[src/hw/rtl/prc_pkg.sv]
package prc_pkg;

  // Coordinate and coefficient formats
  localparam int COORD_W    = 32;
  localparam int COEF_W     = 18;
  localparam int FRAC_W     = 16;
  localparam int ANGLE_W    = 16;
  localparam int DIMS_W     = 5;
  localparam int CFG_IDX_W  = 2;
  localparam int CFG_DATA_W = COORD_W;

  // Datapath widths
  localparam int DIFF_W = COORD_W + 1;
  localparam int PROD_W = DIFF_W + COEF_W;
  localparam int ACC_W  = PROD_W + 1;
  localparam int SHR_W  = ACC_W - FRAC_W;
  localparam int RES_W  = SHR_W + 1;

  // Cycles from an accepted transaction to its result strobe
  localparam int PIPE_LAT = 4;

  localparam logic signed [COORD_W-1:0] COORD_MAX = {1'b0, {(COORD_W-1){1'b1}}};
  localparam logic signed [COORD_W-1:0] COORD_MIN = {1'b1, {(COORD_W-1){1'b0}}};
  localparam logic signed [COEF_W-1:0]  COEF_ONE  = COEF_W'(1 << FRAC_W);

  localparam logic [DIMS_W-1:0] DIMS_RESET      = DIMS_W'(2);
  localparam logic [DIMS_W-1:0] DIMS_ROTATE_MIN = DIMS_W'(2);

  // Series evaluation of the coefficients (Q63 fixed point)
  localparam int          SER_W     = 64;
  localparam int          SER_TERMS = 24;
  localparam logic [63:0] PI_Q48    = 64'h0003_243F_6A88_85A3;
  localparam logic [11:0] PI_FRAC   = 12'h8D3;

  typedef enum logic [CFG_IDX_W-1:0] {
    REG_CENTER_X,
    REG_CENTER_Y,
    REG_ANGLE,
    REG_STATE_DIMS
  } cfg_reg_t;

  typedef struct packed {
    logic signed [COORD_W-1:0] coord_first;
    logic signed [COORD_W-1:0] coord_second;
  } in_item_t;

  typedef struct packed {
    logic signed [COORD_W-1:0] rot_first;
    logic signed [COORD_W-1:0] rot_second;
    logic                      saturated;
  } out_item_t;

  typedef struct packed {
    logic signed [COEF_W-1:0] cos_c;
    logic signed [COEF_W-1:0] sin_c;
  } coef_t;

endpackage

[src/hw/rtl/prc_coef.sv]
module prc_coef (
  input  logic                          clk,
  input  logic                          rst_n,
  input  logic                          angle_we,
  input  logic [prc_pkg::ANGLE_W-1:0]   angle,
  output prc_pkg::coef_t                coef,
  output logic                          busy
);

  localparam int SW      = prc_pkg::SER_W;
  localparam int CNT_W   = $clog2(SW);
  localparam int OCT_W   = prc_pkg::ANGLE_W - 2;
  localparam int BASE_W  = OCT_W;
  localparam int PF_W    = BASE_W + 12;
  localparam int PFRAC_W = PF_W - 16;
  localparam int DIV_W   = 12;
  localparam int K_W     = 6;
  localparam int ITER_W  = 5;
  localparam int RND_W   = SW - 47;
  localparam logic [OCT_W-1:0] HALF_OCT = OCT_W'(1 << (OCT_W - 1));
  localparam logic [OCT_W:0]   QUARTER  = (OCT_W + 1)'(1 << OCT_W);
  localparam logic [SW-1:0]    Q63_ONE  = SW'(1) << (SW - 1);
  localparam logic [SW-1:0]    RND_HALF = SW'(1) << 46;

  typedef enum logic [3:0] {
    ST_IDLE,
    ST_T_MUL,
    ST_T2_MUL,
    ST_SER_INIT,
    ST_SER_TEST,
    ST_TERM_MUL,
    ST_TERM_DIV,
    ST_SER_END,
    ST_MAP
  } state_t;

  state_t                 state_r;
  logic [CNT_W-1:0]       cnt_r;
  logic [SW-1:0]          mul_a_r;
  logic [SW-1:0]          mul_b_r;
  logic [SW-1:0]          prod_hi_r;
  logic [SW-1:0]          prod_lo_r;
  logic [SW-1:0]          t_r;
  logic [SW-1:0]          t2_r;
  logic [SW-1:0]          term_r;
  logic [SW-1:0]          sum_r;
  logic [K_W-1:0]         k_r;
  logic [ITER_W-1:0]      iter_r;
  logic                   odd_r;
  logic [DIV_W-1:0]       rem_r;
  logic [RND_W-1:0]       cv_r;
  logic [RND_W-1:0]       sv_r;
  logic [1:0]             quad_r;
  logic                   swap_r;
  logic [PFRAC_W-1:0]     pfrac_r;
  prc_pkg::coef_t         coef_r;

  logic [OCT_W-1:0]       oct_in;
  logic                   swap_in;
  logic [BASE_W-1:0]      base_in;
  logic [PF_W-1:0]        pfrac_full;
  logic [SW:0]            mul_sum;
  logic [SW-1:0]          prod_hi_fin;
  logic [SW-1:0]          prod_lo_fin;
  logic [SW-1:0]          mul_q63;
  logic                   cnt_last;
  logic [DIV_W-1:0]       k_ext;
  logic [DIV_W-1:0]       div_d;
  logic [DIV_W:0]         div_trial;
  logic                   div_ge;
  logic [DIV_W-1:0]       div_rem;
  logic [SW-1:0]          quot_fin;
  logic [SW-1:0]          sum_upd;
  logic [SW-1:0]          t_fin;
  logic [SW-1:0]          rnd_sum;
  logic [RND_W-1:0]       rnd_val;
  logic signed [prc_pkg::COEF_W-1:0] c0;
  logic signed [prc_pkg::COEF_W-1:0] s0;

  // Fold the angle into the first octant
  assign oct_in     = angle[OCT_W-1:0];
  assign swap_in    = oct_in > HALF_OCT;
  assign base_in    = swap_in ? BASE_W'(QUARTER - {1'b0, oct_in}) : oct_in;
  assign pfrac_full = PF_W'(base_in) * PF_W'(prc_pkg::PI_FRAC);

  // Shift-add multiplier, one multiplier bit per cycle
  assign mul_sum     = {1'b0, prod_hi_r} + (mul_b_r[0] ? {1'b0, mul_a_r} : '0);
  assign prod_hi_fin = mul_sum[SW:1];
  assign prod_lo_fin = {mul_sum[0], prod_lo_r[SW-1:1]};
  assign mul_q63     = {prod_hi_fin[SW-2:0], prod_lo_fin[SW-1]};
  assign cnt_last    = (cnt_r == '1);
  assign t_fin       = prod_lo_fin + SW'(pfrac_r);

  // Restoring divider by (k+1)(k+2), one quotient bit per cycle
  assign k_ext     = DIV_W'(k_r);
  assign div_d     = DIV_W'((k_ext + DIV_W'(1)) * (k_ext + DIV_W'(2)));
  assign div_trial = {rem_r, term_r[SW-1]};
  assign div_ge    = div_trial >= {1'b0, div_d};
  assign div_rem   = div_ge ? DIV_W'(div_trial - {1'b0, div_d}) : div_trial[DIV_W-1:0];
  assign quot_fin  = {term_r[SW-2:0], div_ge};
  assign sum_upd   = iter_r[0] ? (sum_r + quot_fin) : (sum_r - quot_fin);

  // Round Q63 to Q16
  assign rnd_sum = sum_r + RND_HALF;
  assign rnd_val = rnd_sum[SW-1:47];

  assign c0 = swap_r ? {1'b0, sv_r} : {1'b0, cv_r};
  assign s0 = swap_r ? {1'b0, cv_r} : {1'b0, sv_r};

  // Sequencer: t, t^2, then cosine and sine series
  always_ff @(posedge clk) begin
    if (!rst_n) begin
      state_r      <= ST_IDLE;
      coef_r.cos_c <= prc_pkg::COEF_ONE;
      coef_r.sin_c <= '0;
    end else if (angle_we) begin
      quad_r    <= angle[prc_pkg::ANGLE_W-1:OCT_W];
      swap_r    <= swap_in;
      pfrac_r   <= pfrac_full[PF_W-1:16];
      mul_a_r   <= SW'(base_in);
      mul_b_r   <= prc_pkg::PI_Q48;
      prod_hi_r <= '0;
      cnt_r     <= '0;
      state_r   <= ST_T_MUL;
    end else begin
      unique case (state_r) inside
        ST_IDLE: begin
        end
        ST_T_MUL, ST_T2_MUL, ST_TERM_MUL: begin
          cnt_r <= cnt_r + 1'b1;
          if (!cnt_last) begin
            prod_hi_r <= prod_hi_fin;
            prod_lo_r <= prod_lo_fin;
            mul_b_r   <= mul_b_r >> 1;
          end else if (state_r == ST_T_MUL) begin
            t_r       <= t_fin;
            mul_a_r   <= t_fin;
            mul_b_r   <= t_fin;
            prod_hi_r <= '0;
            state_r   <= ST_T2_MUL;
          end else if (state_r == ST_T2_MUL) begin
            t2_r    <= mul_q63;
            odd_r   <= 1'b0;
            state_r <= ST_SER_INIT;
          end else begin
            term_r  <= mul_q63;
            rem_r   <= '0;
            state_r <= ST_TERM_DIV;
          end
        end
        ST_SER_INIT: begin
          term_r  <= odd_r ? t_r : Q63_ONE;
          sum_r   <= odd_r ? t_r : Q63_ONE;
          k_r     <= odd_r ? K_W'(1) : '0;
          iter_r  <= '0;
          state_r <= ST_SER_TEST;
        end
        ST_SER_TEST: begin
          if ((iter_r < ITER_W'(prc_pkg::SER_TERMS)) && (term_r != '0)) begin
            mul_a_r   <= term_r;
            mul_b_r   <= t2_r;
            prod_hi_r <= '0;
            cnt_r     <= '0;
            state_r   <= ST_TERM_MUL;
          end else begin
            state_r <= ST_SER_END;
          end
        end
        ST_TERM_DIV: begin
          rem_r  <= div_rem;
          term_r <= quot_fin;
          cnt_r  <= cnt_r + 1'b1;
          if (cnt_last) begin
            sum_r   <= sum_upd;
            k_r     <= k_r + K_W'(2);
            iter_r  <= iter_r + 1'b1;
            state_r <= ST_SER_TEST;
          end
        end
        ST_SER_END: begin
          if (!odd_r) begin
            cv_r    <= rnd_val;
            odd_r   <= 1'b1;
            state_r <= ST_SER_INIT;
          end else begin
            sv_r    <= rnd_val;
            state_r <= ST_MAP;
          end
        end
        ST_MAP: begin
          // Quadrant of the angle
          case (quad_r)
            2'd0: begin
              coef_r.cos_c <= c0;
              coef_r.sin_c <= s0;
            end
            2'd1: begin
              coef_r.cos_c <= -s0;
              coef_r.sin_c <= c0;
            end
            2'd2: begin
              coef_r.cos_c <= -c0;
              coef_r.sin_c <= -s0;
            end
            default: begin
              coef_r.cos_c <= s0;
              coef_r.sin_c <= -c0;
            end
          endcase
          state_r <= ST_IDLE;
        end
        default: state_r <= ST_IDLE;
      endcase
    end
  end

  assign coef = coef_r;
  assign busy = (state_r != ST_IDLE);

endmodule

[config.mk]
export PLATFORM = sky130hd
export DESIGN_NAME = prc_coef
export DESIGN_NICKNAME = d
export VERILOG_FILES = /design/src/hw/rtl/prc_pkg.sv /design/src/hw/rtl/prc_coef.sv
export SDC_FILE = /design/constraint.sdc
export NUM_CORES = 2
export LEC_CHECK = 0
export BUFFER_PORTS_ARGS = -buffer_cell sky130_fd_sc_hd__buf_2
export CAP_MARGIN = 15
export CORE_UTILIZATION = 26
export DETAILED_ROUTE_END_ITERATION = 7
export PLACE_DENSITY = 0.43
export SLEW_MARGIN = 5
export SYNTH_ARGS = -nofsm -noshare
export SYNTH_HDL_FRONTEND = slang
export SYNTH_SLANG_ARGS = --single-unit
[constraint.sdc]
create_clock -name clk -period 11 [get_ports clk]
set_clock_uncertainty 0.1 [all_clocks]
set_input_delay 2.2 -clock clk [delete_from_list [all_inputs] [get_ports clk]]
set_output_delay 2.2 -clock clk [all_outputs]
set_load 0.02 [all_outputs]
# Word-level counts from Yosys, hierarchy flattened
# Cells that the tools add are included.
dict set report totals {
  reg_bits 629
  input_bits 19
  output_inout_bits 37
  elab_cells 149
}
dict set report op_classes {
  n_addsub 14
  multipliers 2
  magnitude_cmp 3
  n_eq_ne 22
  mux 49
  bitwise_logic 6
  reduce_logical 30
}
# cell n
set op_table {}
lappend op_table {{64-bit two-way mux} 15}
lappend op_table {{64-bit case mux with 2 select lines} 4}
lappend op_table {{64-bit case mux with 3 select lines} 1}
lappend op_table {{36-bit case mux with 3 select lines} 1}
lappend op_table {{64-bit by 64-bit adder with 65-bit output} 1}
lappend op_table {{64-bit by 10-bit adder with 64-bit output} 1}
lappend op_table {{64-bit by 47-bit adder with 64-bit output (second input constant)} 1}
lappend op_table {{64-bit adder} 1}
lappend op_table {{64-bit nonzero test} 1}
lappend op_table {{64-bit subtractor} 1}
lappend op_table {{12-bit two-way mux} 4}
lappend op_table {{17-bit negator with 18-bit output} 2}
lappend op_table {{17-bit two-way mux} 2}
lappend op_table {{14-bit two-way mux} 2}
lappend op_table {{14-bit by 12-bit multiplier with 26-bit output (second input constant)} 1}
lappend op_table {{12-bit case mux with 2 select lines} 1}
lappend op_table {{4-bit case mux with 6 select lines} 1}
lappend op_table {{6-bit case mux with 2 select lines} 2}
lappend op_table {{6-bit AND reduction} 4}
lappend op_table {{4-bit AND reduction} 5}
lappend op_table {{4-bit by 3-bit == test with 1-bit output (second input constant)} 4}
lappend op_table {{14-bit greater-than comparator (second input constant)} 1}
lappend op_table {{1-bit by 14-bit subtractor with 14-bit output (first input constant)} 1}
lappend op_table {{13-bit by 12-bit >= comparator with 1-bit output} 1}
lappend op_table {{other kinds (39)} 68}

# Logic depth before layout (Yosys ltp)
dict set report logic_depth {
  word_depth 7
  depth_mapped 48
  mapped_depth_nobuf 45
}

# Least setup slack after synthesis
# No wires, ideal clock.
dict set report synth_timing {
  path_kind {input -> register}
  startpoint {input port angle_we}
  endpoint {register t2_r[0] (enable)}
  setup_time_ns 0.666
  arrival_time_ns 9.216
  required_ns 10.234
  slack_ns 1.017
  stages 4
  n_path_buf 1
  path_cell_list {clkbuf_1 -> clkinv_1 -> nand2_1 -> nor4b_1}
}
dict set report synth_via {
  elab_chain_len 2
}
# element line
set synth_lines {}
lappend synth_lines {{start, declared} prc_coef.sv:4} ;# input logic angle_we,
lappend synth_lines {{1-bit NOT (no line)} n/a}
lappend synth_lines {{6-bit AND reduction (no line)} n/a}
lappend synth_lines {{end signal, assigned} prc_coef.sv:142} ;# t2_r <= mul_q63;
lappend synth_lines {{end, declared} prc_coef.sv:44} ;# logic [SW-1:0] t2_r;
# No other way between the ends.
# A chain may end at the register's enable or synchronous reset.

# Worst setup path in the final report
dict set report layout_timing {
  startpoint {register k_r[1]}
  endpoint {register sum_r[61] (data pin)}
}
dict set report layout_via {
  elab_chain_len 7
  elab_cells_between_ends 9
  classes_between {add/sub: 4; mul: 1; order compare: 1; mux: 3}
}
# element line
set layout_lines {}
lappend layout_lines {{start, declared} prc_coef.sv:47} ;# logic [K_W-1:0] k_r;
lappend layout_lines {{start signal, assigned} prc_coef.sv:154} ;# k_r <= odd_r ? K_W'(1) : '0;
lappend layout_lines {{start signal, assigned} prc_coef.sv:175} ;# k_r <= k_r + K_W'(2);
lappend layout_lines {{6-bit by 1-bit adder with 7-bit output / 6-bit by 2-bit adder with 7-bit output (equally long branches)} prc_coef.sv:96} ;# assign div_d = DIV_W'((k_ext + DIV_W'(1)) * (k_ext + DIV_W'(2)));
lappend layout_lines {{7-bit by 7-bit multiplier with 12-bit output (*)} prc_coef.sv:96}
lappend layout_lines {{13-bit by 12-bit >= comparator with 1-bit output (*)} prc_coef.sv:98} ;# assign div_ge = div_trial >= {1'b0, div_d};
lappend layout_lines {{64-bit subtractor / 64-bit adder (equally long branches)} prc_coef.sv:101} ;# assign sum_upd = iter_r[0] ? (sum_r + quot_fin) : (sum_r - quot_fin);
lappend layout_lines {{64-bit two-way mux (*)} prc_coef.sv:101}
lappend layout_lines {{64-bit two-way mux (*)} prc_coef.sv:173} ;# if (cnt_last) begin
lappend layout_lines {{64-bit case mux with 2 select lines (*)} prc_coef.sv:126} ;# unique case (state_r) inside
lappend layout_lines {{end signal, assigned} prc_coef.sv:153} ;# sum_r <= odd_r ? t_r : Q63_ONE;
lappend layout_lines {{end signal, assigned} prc_coef.sv:174} ;# sum_r <= sum_upd;
lappend layout_lines {{end, declared} prc_coef.sv:46} ;# logic [SW-1:0] sum_r;
# Every way passes the cells marked *; elsewhere a longest branch is shown, timed or not. The select of a mux whose other input is x is not followed.

==> impl_metrics.env <==
export IMPL_min_period_ns=10.25
export IMPL_rsz0062_at_grt="no"
export IMPL_synth_edff_count=588
export IMPL_netlist_area_mm2=0.0431
export IMPL_netlist_instances=4430
export IMPL_grt_total_usage_pct=16.2
export IMPL_gr_total_overflow=0
export IMPL_synth_ff_type="edfxtp_1"
export IMPL_finalNetCount=4731
export IMPL_fin_cells=6620
export IMPL_placed_area_mm2=0.0457
export IMPL_worst_ep_arrival_time_ns=10.55
export IMPL_antenna_found_initial=2
export IMPL_synth_top_cell_area_share_pct=41.0
export IMPL_yosysWarnings=0
export IMPL_antenna_left=0
export IMPL_max_cap_violations=0
export IMPL_r2r_cells=45
export IMPL_synth_compound_area_share_pct=16.0
export IMPL_combinationalPowerShare_pct=24.0
export IMPL_h_tree_depth=3
export IMPL_grt_max_degree=112
export IMPL_numClockSinks=628
export IMPL_critPathMaxFanout=9
export IMPL_pwr_share_clk_pct=36.0
export IMPL_core_area_mm2=0.164
export IMPL_clkTransAtPathRegs_ns=0.05
export IMPL_vias_per_cell=4.98
export IMPL_finalSetupViolations=0
export IMPL_wire_per_inst_um=20.8
export IMPL_cts_root_buf="clkbuf_16"
export IMPL_hold_buffers=0
export IMPL_worstSetupStartpoint="k_r[1]$_SDFFCE_PN0P_"
export IMPL_synth_top_family_by_area="simple AND/OR/NAND/NOR gates"
export IMPL_r2r_start="k_r[1]$_SDFFCE_PN0P_"
export IMPL_place_congestion=0.886
export IMPL_endpoint="sum_r[61]$_DFFE_PP_"
export IMPL_timing_final_crit_share_pct=93.2
export IMPL_ios=56
export IMPL_slew_headroom_pct=21.9
export IMPL_outcome="finished, final reports clean"
export IMPL_p_int_mw=4.88
export IMPL_post_synth_fa_ha_maj_area_fraction_pct=10.7
export IMPL_setup_ws_ns=0.749
export IMPL_vias=33000
export IMPL_switching_share_pct=30.9
export IMPL_synth_simple_gate_area_share_pct=17.3
export IMPL_cp_start_kind="register"
export IMPL_p_per_area_mw_per_mm2=147
export IMPL_cp_required_ns=11.30
export IMPL_cts_buffers=76
export IMPL_post_place_ws_ns=0.668
export IMPL_die_area_mm2=0.167
export IMPL_dp_hpwl_mm=100
export IMPL_p_sw_mw=2.19
export IMPL_drive_above_1_share_pct=8.19
export IMPL_drc_errors=0
export IMPL_cts_max_path_buffers=3
export IMPL_die_h_um=409
export IMPL_synthMuxAreaShare_pct=2.57
export IMPL_cpPeakStageDelay_ns=0.52
export IMPL_syn2layout_area_growth_pct=12.0
export IMPL_synthTopCellsByCount="588 x edfxtp_1, 446 x nor2_1, 344 x nand2_1"
export IMPL_hold_violations=0
export IMPL_dieWidth_um=409
export IMPL_slew_violations=0
export IMPL_stdcell_area_mm2=0.0482
export IMPL_syn_avg_cell_area_um2=9.72
export IMPL_drt_initial_drc_count=2124
export IMPL_grt_pass1_wl_mm=209
export IMPL_synth_most_common_cell="edfxtp_1"
export IMPL_ys_types=105
export IMPL_peakVddDrop_v=0.000144
export IMPL_synth_area_leader_cell="edfxtp_1"
export IMPL_hold_path_class="reg2reg"
export IMPL_synth_nets=4780
export IMPL_synth_xor_xnor_area_share_pct=6.10
export IMPL_numPortBuffers=55
export IMPL_cts_tree="built"
export IMPL_crit_top_cell="a21o_1"
export IMPL_drt_total_wl_mm=138
export IMPL_initial_utilization_pct=26.3
export IMPL_cp_slowest_cell="fa_1"
export IMPL_async_flop_share_pct=0
export IMPL_critPathKind="reg2reg"
export IMPL_yosysSeqAreaShare_pct=42.9
export IMPL_grt_pass1_vias=32500
export IMPL_timing_rr_end="sum_r[61]$_DFFE_PP_"
export IMPL_clk_latency_ns=0.67
export IMPL_drt_first_pass_iters=5
export IMPL_fp_row_count=148
export IMPL_leakage_nw=18.2
export IMPL_reg2reg_slack_ns=0.75
export IMPL_fmax_mhz=97.6
export IMPL_final_core_util_pct=29.5
export IMPL_synth_area_leaders="edfxtp_1 41%, ha_1 7.8%, nor2_1 3.9%"
export IMPL_fin_tns_setup_ns=0
export IMPL_yosys_register_bits=628
export IMPL_dp_cells=6478
export IMPL_sequentialPowerShare_pct=40.0
export IMPL_endpoint_kind="register"
export IMPL_worst_pin_slew_ns=1.17
[layout make-up]
| type | instances | area, um2 |
|---|---|---|
| multi-input cells | 3307 | 22800 |
| diodes | 1 | 2.50 |
| well taps | 2175 | 2720 |
| clock buffers | 104 | 2140 |
| fillers | 17000 | 115000 |
| flip-flops and latches | 628 | 18500 |
| repair buffers | 122 | 793 |
| inverters | 246 | 923 |
| clock inverters | 37 | 312 |
[routing by layer]
| layer | up-vias | GRT usage (%) | part of all wire [%] |
|---|---|---|---|
| met2 | 713 | 25.2 | 44 |
| li1 | 16100 | - | - |
| met4 | 0 | 5.17 | 2.8 |
| met5 | - | 0 | 0 |
| met1 | 16000 | 23.2 | 49 |
| met3 | 169 | 1.80 | 4.1 |
[per-stage QoR]
step | power (mW) | hold slack (ns)
after CTS | 7.17 | 0.350
after floorplan | 4.04 | 0.326
after global placement | 4.57 | 0.345
after detailed placement | 4.56 | 0.335
after global routing | 7.45 | 0.365
final | 7.07 | 0.347
[layout by cell type (no fill, tap or decap), types with 20 or more instances in the layout]
cell type  instances
a211oi_1          49
a31oi_1           38
clkbuf_16         81
nand3_1          179
edfxtp_1         588
fa_1              64
buf_2             54
o211ai_1          30
nor4_1            30
nor2_1           444
nand2b_1          43
o21ai_0          224
clkbuf_1          20
nor3_1           133
ha_1             267
or3_1             22
xor2_1           155
nor2b_1           38
o21a_1            25
inv_1            243
mux2i_1           44
a21boi_0          20
and2_1           120
buf_4             67
a21o_1            93
dfxtp_1           40
nand2_1          341
o21ai_1           22
and3_1            53
xnor2_1          142
a32oi_1           54
nand4_1           54
mux2_2            23
a21oi_1          301
[how the worst min path moves through the flow]
stage,end,slack [ns],depth (start not counted),startpoint
2_1_floorplan,prod_lo_r[22]$_DFFE_PP_,0.33,0,prod_lo_r[23]$_DFFE_PP_
3_3_place_gp,coef[13]$_SDFFE_PN0P_,0.35,2,coef[13]$_SDFFE_PN0P_
3_5_place_dp,prod_lo_r[22]$_DFFE_PP_,0.33,0,prod_lo_r[23]$_DFFE_PP_
4_1_cts,coef[13]$_SDFFE_PN0P_,0.35,2,coef[13]$_SDFFE_PN0P_
5_1_grt,prod_lo_r[53]$_DFFE_PP_,0.37,0,prod_lo_r[54]$_DFFE_PP_
6_report,coef[13]$_SDFFE_PN0P_,0.35,2,coef[13]$_SDFFE_PN0P_
[critical path: cells and delay by family, from the launching register on]
kind / cells / cell delay [ns]
DFF: 1 / 0.48
buffers and inverters: 6 / 0.45
xor gates and xnor gates: 3 / 0.66
adders and majority gates: 9 / 3.29
AOI/OAI and AO/OA: 14 / 2.48
and+or+nand+nor: 13 / 2.49
[kinds of logic after synthesis]
kind of cell,after synthesis
AND/OR/NAND/NOR,1547
flip-flops,628
adder cells (fa/ha/maj),331
XOR/XNOR,299
buffers and inverters,495
AO/OA/AOI/OAI,1045
multiplexers,85
[what timing repair did]
action	in CTS	in global routing
buffers inserted	0	0
endpoints found under the setup margin	0	2
resized for setup	0	1
[power groups by stage]
stage	Clock, mW	Combinational [mW]	Sequential, mW
floorplan	0	1.18	2.86
global placement	0	1.70	2.88
detailed placement	0	1.69	2.87
CTS	2.63	1.71	2.83
global route	2.70	1.92	2.83
finish	2.55	1.70	2.83
[registers in the layout, summed over array words and instances, names as in the netlist, 10 cells and up]
register	flops
term_r	64
sum_r	64
prod_lo_r	63
mul_a_r	64
coef	36
prod_hi_r	64
cv_r	17
mul_b_r	64
t_r	64
t2_r	64
pfrac_r	10
sv_r	17
rem_r	12
No activity file was read; power rests on OpenSTA's default activity.
